### config.mk
export PLATFORM = sky130hd
export DESIGN_NAME = software_timer_bank
export DESIGN_NICKNAME = d
export VERILOG_FILES = /design/src/stb_pkg.sv /design/src/stb_mem.sv /design/src/stb_out.sv /design/src/stb_ctrl.sv /design/src/software_timer_bank.sv
export SDC_FILE = /design/constraint.sdc
export NUM_CORES = 2
export LEC_CHECK = 0
export BUFFER_PORTS_ARGS = -buffer_cell sky130_fd_sc_hd__clkbuf_2
export CORE_ASPECT_RATIO = 0.75
export CORE_MARGIN = 2
export CORE_UTILIZATION = 50
export DETAILED_ROUTE_END_ITERATION = 10
export PLACE_DENSITY = 0.65
export SLEW_MARGIN = 20
export SYNTH_ARGS = -nofsm -noshare
export SYNTH_HDL_FRONTEND = slang
export SYNTH_SLANG_ARGS = --single-unit
### constraint.sdc
create_clock -name clk -period 8.29 [get_ports clk]
set_input_delay 0.4145 -clock clk [delete_from_list [all_inputs] [get_ports clk]]
set_output_delay 0.4145 -clock clk [all_outputs]
set_load 0.05 [all_outputs]
### src/stb_pkg.sv
// Shared types and constants for the software timer bank.
package stb_pkg;

	// Slot count of the bank and the part of it that the 4-bit index reaches
	localparam int TIMERS = 16;
	localparam int SLOTS  = (TIMERS < 16) ? TIMERS : 16;
	localparam int IW     = (SLOTS > 1) ? $clog2(SLOTS) : 1;
	localparam int CW     = $clog2(SLOTS + 1);

	// Field widths
	localparam int TIME_W = 32;
	localparam int IDX_W  = 4;

	typedef enum logic [1:0] {
		MODE_TICK   = 2'd0,
		MODE_SET    = 2'd1,
		MODE_PAUSE  = 2'd2,
		MODE_CANCEL = 2'd3
	} mode_t;

	typedef enum logic [1:0] {
		KIND_ASSIGNED = 2'd0,
		KIND_EXPIRED  = 2'd1,
		KIND_FULL     = 2'd2
	} kind_t;

	typedef enum logic [1:0] {
		ST_IDLE,
		ST_WALK,
		ST_FLUSH
	} state_t;

	// One slot's stored record
	typedef struct packed {
		logic              rep;
		logic [TIME_W-1:0] period;
		logic [TIME_W-1:0] remaining;
	} slot_rec_t;

	// Memory access request from the sequencer
	typedef struct packed {
		logic          rd_en;
		logic [IW-1:0] rd_addr;
		logic          wr_en;
		logic [IW-1:0] wr_addr;
		slot_rec_t     wr_data;
	} mem_req_t;

	// One result transaction
	typedef struct packed {
		kind_t            kind;
		logic [IDX_W-1:0] index;
		logic             last;
	} res_t;

	typedef struct packed {
		logic valid;
		res_t res;
	} push_t;

endpackage

### src/stb_mem.sv
// Slot record memory: one write port, one registered read port.
module stb_mem
	import stb_pkg::*;
(
	input  logic      clk,
	input  mem_req_t  req,
	output slot_rec_t rd_data
);

	slot_rec_t mem [SLOTS];
	slot_rec_t rd_data_q;

	// Read data holds while no read is issued
	always_ff @(posedge clk) begin
		if (req.wr_en) begin
			mem[req.wr_addr] <= req.wr_data;
		end
		if (req.rd_en) begin
			rd_data_q <= mem[req.rd_addr];
		end
	end

	assign rd_data = rd_data_q;

endmodule

### src/stb_out.sv
// Output register for result transactions.
module stb_out
	import stb_pkg::*;
(
	input  logic             clk,
	input  logic             arst_n,
	input  push_t            push,
	output logic             can_push,
	output logic             out_valid,
	input  logic             out_stall,
	output logic [1:0]       kind,
	output logic [IDX_W-1:0] index,
	output logic             last
);

	logic out_valid_q;
	res_t res_q;

	assign can_push = !out_valid_q || !out_stall;

	// Valid flag
	always_ff @(posedge clk or negedge arst_n) begin
		if (!arst_n) begin
			out_valid_q <= 1'b0;
		end else if (push.valid) begin
			out_valid_q <= 1'b1;
		end else if (!out_stall) begin
			out_valid_q <= 1'b0;
		end
	end

	// Payload
	always_ff @(posedge clk) begin
		if (push.valid) begin
			res_q <= push.res;
		end
	end

	assign out_valid = out_valid_q;
	assign kind      = res_q.kind;
	assign index     = res_q.index;
	assign last      = res_q.last;

endmodule

### src/stb_ctrl.sv
// Sequencer: decodes requests, walks slots on a tick, holds live and pause flags.
module stb_ctrl
	import stb_pkg::*;
(
	input  logic              clk,
	input  logic              arst_n,
	input  logic              in_valid,
	output logic              in_stall,
	input  logic [1:0]        mode,
	input  logic [TIME_W-1:0] delta,
	input  logic [TIME_W-1:0] duration,
	input  logic              repeat_req,
	input  logic [IDX_W-1:0]  slot,
	output mem_req_t          mem_req,
	input  slot_rec_t         rd_data,
	input  logic              can_push,
	output push_t             push
);

	state_t            state_q, state_d;
	logic [CW-1:0]     cnt_q, cnt_d;
	logic              v_s1, v_d;
	logic [IW-1:0]     idx_s1, idx_d;
	logic [TIME_W-1:0] delta_q, delta_d;
	logic [SLOTS-1:0]  alive_q, alive_d;
	logic [SLOTS-1:0]  frozen_q, frozen_d;
	logic              pend_v_q, pend_v_d;
	res_t              pend_q, pend_d;

	logic              issuing, live, expire, advance;
	logic              found, in_range;
	logic [IW-1:0]     fidx, sl;
	slot_rec_t         new_rec;

	// Lowest free slot
	always_comb begin
		found = 1'b0;
		fidx  = '0;
		for (int i = SLOTS - 1; i >= 0; i--) begin
			if (!alive_q[i]) begin
				found = 1'b1;
				fidx  = IW'(i);
			end
		end
	end

	assign sl       = slot[IW-1:0];
	assign in_range = (5'(slot) < 5'(SLOTS));

	// Walk stage decode
	assign issuing = (cnt_q < CW'(SLOTS));
	assign live    = alive_q[idx_s1] && !frozen_q[idx_s1];
	assign expire  = v_s1 && live && (delta_q > rd_data.remaining);
	assign advance = !(expire && pend_v_q && !can_push);

	// Next state and outputs
	always_comb begin
		state_d  = state_q;
		cnt_d    = cnt_q;
		v_d      = v_s1;
		idx_d    = idx_s1;
		delta_d  = delta_q;
		alive_d  = alive_q;
		frozen_d = frozen_q;
		pend_v_d = pend_v_q;
		pend_d   = pend_q;
		mem_req  = '0;
		push     = '0;
		new_rec  = rd_data;
		in_stall = (state_q != ST_IDLE);

		unique case (state_q)
			ST_IDLE: begin
				if (in_valid) begin
					unique case (mode_t'(mode))
						MODE_TICK: begin
							delta_d = delta;
							cnt_d   = '0;
							v_d     = 1'b0;
							state_d = ST_WALK;
						end
						MODE_SET: begin
							if (found) begin
								mem_req.wr_en             = 1'b1;
								mem_req.wr_addr           = fidx;
								mem_req.wr_data.rep       = repeat_req;
								mem_req.wr_data.period    = duration;
								mem_req.wr_data.remaining = duration;
								alive_d[fidx]             = 1'b1;
								frozen_d[fidx]            = 1'b0;
								pend_d.kind               = KIND_ASSIGNED;
								pend_d.index              = IDX_W'(fidx);
							end else begin
								pend_d.kind  = KIND_FULL;
								pend_d.index = '0;
							end
							pend_d.last = 1'b1;
							pend_v_d    = 1'b1;
							state_d     = ST_FLUSH;
						end
						MODE_PAUSE: begin
							if (in_range) begin
								frozen_d[sl] = 1'b1;
							end
						end
						MODE_CANCEL: begin
							if (in_range) begin
								alive_d[sl] = 1'b0;
							end
						end
					endcase
				end
			end
			ST_WALK: begin
				if (advance) begin
					// update the slot whose record just arrived
					if (v_s1 && live) begin
						if (expire) begin
							if (rd_data.rep) begin
								new_rec.remaining = rd_data.period;
							end else begin
								alive_d[idx_s1] = 1'b0;
							end
						end else begin
							new_rec.remaining = rd_data.remaining - delta_q;
						end
						mem_req.wr_en   = 1'b1;
						mem_req.wr_addr = idx_s1;
						mem_req.wr_data = new_rec;
					end
					// an earlier expiry is not the last one
					if (expire) begin
						if (pend_v_q) begin
							push.valid    = 1'b1;
							push.res      = pend_q;
							push.res.last = 1'b0;
						end
						pend_d.kind  = KIND_EXPIRED;
						pend_d.index = IDX_W'(idx_s1);
						pend_d.last  = 1'b1;
						pend_v_d     = 1'b1;
					end
					// fetch the next slot
					mem_req.rd_en   = issuing;
					mem_req.rd_addr = cnt_q[IW-1:0];
					idx_d           = cnt_q[IW-1:0];
					v_d             = issuing;
					if (issuing) begin
						cnt_d = cnt_q + CW'(1);
					end else begin
						state_d = pend_v_d ? ST_FLUSH : ST_IDLE;
					end
				end
			end
			ST_FLUSH: begin
				if (can_push) begin
					push.valid    = 1'b1;
					push.res      = pend_q;
					push.res.last = 1'b1;
					pend_v_d      = 1'b0;
					state_d       = ST_IDLE;
				end
			end
			default: begin
				state_d = ST_IDLE;
			end
		endcase
	end

	// Control registers
	always_ff @(posedge clk or negedge arst_n) begin
		if (!arst_n) begin
			state_q  <= ST_IDLE;
			cnt_q    <= '0;
			v_s1     <= 1'b0;
			alive_q  <= '0;
			frozen_q <= '0;
			pend_v_q <= 1'b0;
		end else begin
			state_q  <= state_d;
			cnt_q    <= cnt_d;
			v_s1     <= v_d;
			alive_q  <= alive_d;
			frozen_q <= frozen_d;
			pend_v_q <= pend_v_d;
		end
	end

	// Payload registers
	always_ff @(posedge clk) begin
		idx_s1  <= idx_d;
		delta_q <= delta_d;
		pend_q  <= pend_d;
	end

endmodule

### src/software_timer_bank.sv
// Top level of the software timer bank.
//
// Input channel (in_valid/in_stall) carries one request per transaction:
// mode selects tick, set, pause or cancel; delta, duration, repeat_req and
// slot are its operands. Output channel (out_valid/out_stall) carries result
// transactions: kind, index, and last on the final result of a request.
// Pause and cancel produce no result.
// Set: the slot is claimed on accept, and the assigned or bank-full result is
// held in the pending register and then presented from the output register.
// Tick walks the slots in ascending order, one slot per cycle while the
// output register takes results, through the slot memory's registered read
// port, and then hands over its final expiry result, if any; each slot
// record goes through a read-modify-write.
// An expiry is held back until the next one is found so that last can be
// marked; when the receiver stalls, the walk halts on the next expiring slot
// and resumes once the output register frees up.
// Reset clears the live and pause flags and the control state; slot records
// are not reset, and a record is only acted on after a set has written it.
module software_timer_bank
	import stb_pkg::*;
(
	input  logic              clk,
	input  logic              arst_n,
	input  logic              in_valid,
	output logic              in_stall,
	input  logic [1:0]        mode,
	input  logic [TIME_W-1:0] delta,
	input  logic [TIME_W-1:0] duration,
	input  logic              repeat_req,
	input  logic [IDX_W-1:0]  slot,
	output logic              out_valid,
	input  logic              out_stall,
	output logic [1:0]        kind,
	output logic [IDX_W-1:0]  index,
	output logic              last
);

	mem_req_t  mem_req;
	slot_rec_t rd_data;
	push_t     push;
	logic      can_push;

	stb_ctrl u_ctrl (
		.clk        (clk),
		.arst_n     (arst_n),
		.in_valid   (in_valid),
		.in_stall   (in_stall),
		.mode       (mode),
		.delta      (delta),
		.duration   (duration),
		.repeat_req (repeat_req),
		.slot       (slot),
		.mem_req    (mem_req),
		.rd_data    (rd_data),
		.can_push   (can_push),
		.push       (push)
	);

	stb_mem u_mem (
		.clk     (clk),
		.req     (mem_req),
		.rd_data (rd_data)
	);

	stb_out u_out (
		.clk       (clk),
		.arst_n    (arst_n),
		.push      (push),
		.can_push  (can_push),
		.out_valid (out_valid),
		.out_stall (out_stall),
		.kind      (kind),
		.index     (index),
		.last      (last)
	);

endmodule

# Yosys cells after proc, flatten, opt, wreduce, memory -nomap -nowiden
# Memories as Yosys holds them, arrays and structs flattened. A register that Yosys moved wholly into a read port is not among the register bits.
# Index checks and enable logic that the tools add are counted.
[totals]
ramBits = 1040
output_inout_bits = 9
mem_count = 1
ff_bits = 91
latch_bits = 0
wordCells = 182
mem_bits_ro = 0
inputBits = 75
[op_classes]
n_eq_ne = 20
div = 0
mux = 100
n_bitwise = 9
magnitude_cmp = 8
n_addsub = 2
shifts = 0
reduce_logical = 28
mul = 0
[memory_table]
columns = ["name", "words", "width", "rd", "rd_ports_with_merged_regs", "write_ports", "line_no", "rtl"]
rows = [
  ["u_mem.mem", 16, 65, 1, 1, 1, "stb_mem.sv:10", "slot_rec_t mem [SLOTS];"],
]
[ops]
columns = ["op", "count"]
rows = [
  ["70-bit 2-to-1 mux", 4],
  ["70-bit one-hot mux with 2 select lines", 1],
  ["16-bit 2-to-1 mux", 7],
  ["16-bit one-hot mux with 2 select lines", 3],
  ["75-bit 2-to-1 mux", 1],
  ["32-bit 2-to-1 mux", 2],
  ["4-bit 2-to-1 mux", 16],
  ["16-bit bitwise AND", 3],
  ["16-bit NOT", 3],
  ["1-bit 2-to-1 mux", 35],
  ["32-bit > comparator", 1],
  ["8-bit 2-to-1 mux", 4],
  ["16-bit bitwise OR", 2],
  ["32-bit subtractor", 1],
  ["7-bit 2-to-1 mux", 4],
  ["5-bit 2-to-1 mux", 5],
  ["5-bit AND reduction", 4],
  ["8-bit one-hot mux with 2 select lines", 1],
  ["4-bit by 5-bit less-than comparator with 1-bit output (second input constant)", 3],
  ["7-bit one-hot mux with 2 select lines", 1],
  ["1-bit demux with 4-bit select", 3],
  ["4-bit by 1-bit >= comparator with 1-bit output (second input constant)", 3],
  ["2-bit by 1-bit != test with 1-bit output (second input constant)", 6],
  ["2-bit != test (second input constant)", 6],
  ["other kinds (25)", 48],
]

# Logic depth before layout (Yosys ltp)
[logic_depth]
depth_word = 25
ltp_mapped = 15
mapped_depth_nobuf = 13

# Modules after synthesis
# From an unflattened synthesis, not the netlist that was laid out.
[hier_totals]
cells_unflattened = 2593
hier_area_um2 = 48372.6
[by_module_without_submodules]
columns = ["mod", "area_per_inst_um2", "n_inst", "seq_area_each_um2", "cells_per_inst"]
rows = [
  ["stb_mem", 40894.2, 1, 33181.8, 1673],
  ["stb_ctrl", 7231.9, 1, 2287.2, 910],
  ["stb_out", 246.5, 1, 235.2, 10],
]

# Worst setup path after synthesis
# Ideal clock, no wire load.
[synth_timing]
kind = "reg-to-reg"
from = "register, netlist name u_mem.rd_data[0]"
to = "memory u_mem.mem[11][0] (netlist name), enable pin"
synth_period_minus_slack_ns = 7.671
required_ns = 7.722
slack_ns = 0.619
n_path_buf = 1
arrival_ns = 7.103
stages_incl_launch_ff = 14
setup_time_ns = 0.568
cell_sequence = "edfxtp_1 > inv_1 > ha_1 > inv_1 > fa_1 > a211oi_1 > o21ai_1 > nand4_1 > nand3_2 > o22a_1 > buf_6 > o21ai_2 > mux2_2 > nor3_1"
[synth_between]
elab_chain_len = 8
[synth_rtl]
columns = ["item", "line_no", "rtl"]
rows = [
  ["32-bit > comparator (*)", "stb_ctrl.sv:53", "assign expire = v_s1 && live && (delta_q > rd_data.remaining);"],
  ["1-bit logical AND (*)", "stb_ctrl.sv:53", ""],
  ["1-bit logical AND (*) (2 in a row)", "stb_ctrl.sv:54", "assign advance = !(expire && pend_v_q && !can_push);"],
  ["75-bit 2-to-1 mux (*)", "stb_ctrl.sv:115", "if (advance) begin"],
  ["70-bit one-hot mux with 2 select lines (*)", "stb_ctrl.sv:72", "unique case (state_q)"],
  ["1-bit 2-to-1 mux", "stb_mem.sv:15", "if (req.wr_en) begin"],
  ["1-bit 2-to-1 mux (implied by the code)", "stb_mem.sv:16", "mem[req.wr_addr] <= req.wr_data;"],
  ["end, declared", "stb_mem.sv:10", ""],
]
# Every way passes the cells marked *; elsewhere a longest branch is shown, timed or not.

# Final worst setup path
[layout_timing]
from = "register, netlist name u_mem.rd_data[0]"
to = "memory u_mem.mem[10][59] (netlist name), enable pin"
[layout_between]
elab_chain_len = 8
[layout_rtl]
columns = ["item", "line_no"]
rows = [
  ["32-bit > comparator (*)", "stb_ctrl.sv:53"],
  ["1-bit logical AND (*)", "stb_ctrl.sv:53"],
  ["1-bit logical AND (*) (2 in a row)", "stb_ctrl.sv:54"],
  ["75-bit 2-to-1 mux (*)", "stb_ctrl.sv:115"],
  ["70-bit one-hot mux with 2 select lines (*)", "stb_ctrl.sv:72"],
  ["1-bit 2-to-1 mux", "stb_mem.sv:15"],
  ["1-bit 2-to-1 mux (implied by the code)", "stb_mem.sv:16"],
]
# Marks and branches as above.

==> flow_summary.json <==
{
  "cts_buffers": 111,
  "report.final.slew_viol_count": 0,
  "clk_pin_slew_ns": 0.06,
  "ios": 84,
  "rows": 101,
  "antenna_found_initial": 4,
  "drt_iter0_markers": 3784,
  "fillers": 7887,
  "start_util_pct": 50.5,
  "place_congestion": 0.945,
  "ys.flop_type": "edfxtp_1",
  "endpoint_kind": "register",
  "ys_types": 82,
  "min_period_ns": 5.80,
  "power_mw": 18.1,
  "post-dp-hpwl_mm": 81.8,
  "syn-instance-count": 3292,
  "die_w_um": 374,
  "async_reset_ff_share_pct": 3.51,
  "grt_pass1_wl_mm": 208,
  "synth_nets": 3405,
  "p_leak_nw": 18.4,
  "dieArea_um2": 105000,
  "register_area_um2": 35700,
  "crit_top_cell": "inv_1",
  "vias": 31990,
  "totalWireLength_mm": 142,
  "worst_pin_slew_ns": 1.15,
  "internal-power_mw": 11.9,
  "post_cts_buffers": 0,
  "cp.arrival_ns": 6.13,
  "critical-path-max-stage-delay_ns": 0.91,
  "multiInputGateArea_um2": 14600,
  "powerDensity_nw_per_um2": 318,
  "p_sw_share_pct": 34.6,
  "clock-root-buffer": "clkbuf_16",
  "htree_levels": 3,
  "cp_cell_sequence": "inv_1, ha_1, inv_1, fa_1, a211oi_1, o21ai_1, nand4_1, nand3_2, o22a_1, o21ai_2, mux2_2, nor2_4, buf_4",
  "fin_ws_ns": 2.49,
  "worstSetupPathType": "register to register",
  "remaining_drc_errors": 0,
  "post-route-period-util_pct": 70.0,
  "ys_ff_latch": 1196,
  "cts_tree": "built",
  "setup_tns_ns": 0,
  "p_comb_share_pct": 30.1,
  "grt_max_degree": 140,
  "status": "finished, final reports clean",
  "fmax_mhz": 172,
  "min_path_type": "primary input to register",
  "synth_edf_count": 1154,
  "fin_skew_ns": 0.0370,
  "areaGrowthSynthToFinish_pct": 11.2,
  "path_buf_inv": 3,
  "cts_buffer_depth": 3,
  "grt_pass1_vias": 31143,
  "grt-ovfl-total": 0,
  "relSlewSlack_pct": 23.6,
  "seq_area_frac_synth_pct": 69.6,
  "via_per_inst": 6.67,
  "syn_avg_cell_area_um2": 15.6,
  "required_ns": 8.62,
  "first_pass_iters": 5,
  "syn-cell-area_um2": 51300,
  "pwr-share-seq_pct": 42.5,
  "ys_warn_count": 0,
  "crit_family": "compound AO/OA/AOI/OAI gates",
  "max_cap_viol_count": 0,
  "portBuffers": 83,
  "dp_slack_ns": 2.63,
  "finalSetupViolations": 0,
  "clk_latency_ns": 0.72,
  "core_area_um2": 101000,
  "ant_nets": 0,
  "pwr-share-clk_pct": 27.4,
  "nets": 3482,
  "grt_setup_unrepaired": "no",
  "drt-wirelength-per-cell_um": 29.6,
  "cts.sinks": 1196,
  "crit_path_top_delay_cell": "buf_4",
  "start_kind": "register",
  "diodes": 0,
  "worstPathMaxFanout": 47,
  "dieHeight_um": 281,
  "p_sw_mw": 6.27,
  "hold_violations": 0,
  "grt_usage_pct": 26.9,
  "vdd_drop_max_mv": 0.273,
  "drive_gt1_share_pct": 15.0
}
## final timing paths
path                                       start                  end  slack, ns  cells past startpoint
worst min register to register  u_ctrl.pend_q[2]       u_out.index[1]       0.52                      1
max in group asynchronous                 arst_n      u_ctrl.cnt_q[0]       7.51                      3
worst max register to register  u_mem.rd_data[0]    u_mem.mem[10][59]       2.49                     13
min in group asynchronous                 arst_n  u_ctrl.frozen_q[10]       0.32                      3
worst max-delay path            u_mem.rd_data[0]    u_mem.mem[10][59]       2.49                     13
worst min-delay path                     slot[3]  u_ctrl.frozen_q[14]       0.08                      3
## tightest hold or removal path: stages
cell,delay [ns]
clkbuf_2,0.15
a31oi_1,0.15
a21oi_1,0.05
## synthesized netlist by cell type (18+ instances only)
cell / instances / area share [%]
a32o_1: 18 / 0.35
dfrtp_1: 42 / 2.0
nor2_1: 261 / 1.9
a31oi_1: 84 / 1.0
o21ai_0: 37 / 0.36
mux4_2: 130 / 5.7
a22o_1: 36 / 0.61
clkbuf_1: 137 / 1.0
mux2i_1: 154 / 3.0
inv_1: 53 / 0.39
o211ai_1: 137 / 2.0
a211o_1: 67 / 1.1
a21oi_1: 208 / 2.0
nand3_1: 76 / 0.74
a2bb2oi_1: 67 / 1.1
nand2_1: 112 / 0.82
edfxtp_1: 1154 / 68
a211oi_1: 75 / 1.1
buf_2: 66 / 0.64
nor3_1: 26 / 0.25
o2111ai_1: 56 / 0.96
ha_1: 37 / 0.90
## placed cells by master (no fill, tap or decap), types with 34 or more instances in the layout
master / instances
dlygate4sd3_1: 34
nor2_1: 251
clkbuf_2: 83
a211o_1: 67
a22o_1: 36
nand3_1: 75
mux4_2: 130
a21oi_1: 206
a31oi_1: 84
a2bb2oi_1: 67
clkbuf_16: 113
a211oi_1: 75
ha_1: 36
nand2_1: 111
dfrtp_1: 39
o211ai_1: 137
edfxtp_1: 1154
o2111ai_1: 56
o21ai_0: 36
mux2i_1: 154
buf_4: 65
inv_1: 52
## through the flow
stage	hold WS, ns	cell area, um^2	std cells	util [%]
6_report	0.0817	57000	4796	56.2
5_1_grt	0.0921	57000	4796	56.2
4_1_cts	0.0288	57000	4795	56.2
3_5_place_dp	0.507	53200	4560	52.4
3_3_place_gp	0.506	53200	4560	52.4
2_1_floorplan	0.119	51300	3292	-
## timing repair
item	CTS	global route
setup endpoints to repair	0	0
gates resized for setup	0	0
hold endpoints to repair	75	0
hold buffers	34	0
## power groups by stage
stage          logic (mW)  clock network, mW  registers, mW
2_1_floorplan        3.82                  0           7.63
3_3_place_gp         5.24                  0           7.80
3_5_place_dp         5.34                  0           7.81
4_1_cts              5.38               5.05           7.68
5_1_grt              5.81               5.27           7.73
6_report             5.46               4.97           7.70
## sequential cells by signal, indices dropped and copies added, names as in the netlist, 2 cells and up
name and cells:
u_ctrl.alive_q 16, u_mem.rd_data 65, u_out.kind 2, u_ctrl.idx_s1 4
u_ctrl.cnt_q 5, u_ctrl.pend_q 6, u_ctrl.delta_q 32, u_ctrl.frozen_q 16
u_mem.mem 1040, u_ctrl.state_q 2, u_out.index 4
## final cells by class
type,count,area share [%]
Multi-Input combinational cell,1816,25.6
Sequential cell,1196,62.6
Clock inverter,65,0.952
Tap cell,1339,2.94
Inverter,55,0.369
Clock buffer,136,5.15
Timing Repair Buffer,189,2.40
## layer usage
layer | vias to the layer above | track usage, % | wire [um]
met1 | 16293 | 39.6 | 60300
met2 | 1905 | 39.2 | 61200
met3 | 261 | 7.95 | 17200
met5 | - | 0 | 13
met4 | 2 | 7.10 | 3400
li1 | 13529 | - | -
## kinds of logic (layout without fill, tap and decap cells)
group / count (synthesis) / count (layout) / share of synthesized area (%)
flops: 1196 / 1196 / 69.6
compound gates: 889 / 889 / 12.7
simple gates: 566 / 566 / 4.96
mux: 299 / 299 / 9.04
buf+inv: 280 / 445 / 2.36
fa+ha+maj: 38 / 38 / 0.942
xor+xnor: 24 / 24 / 0.410
Power figures use the tool's default switching activity.
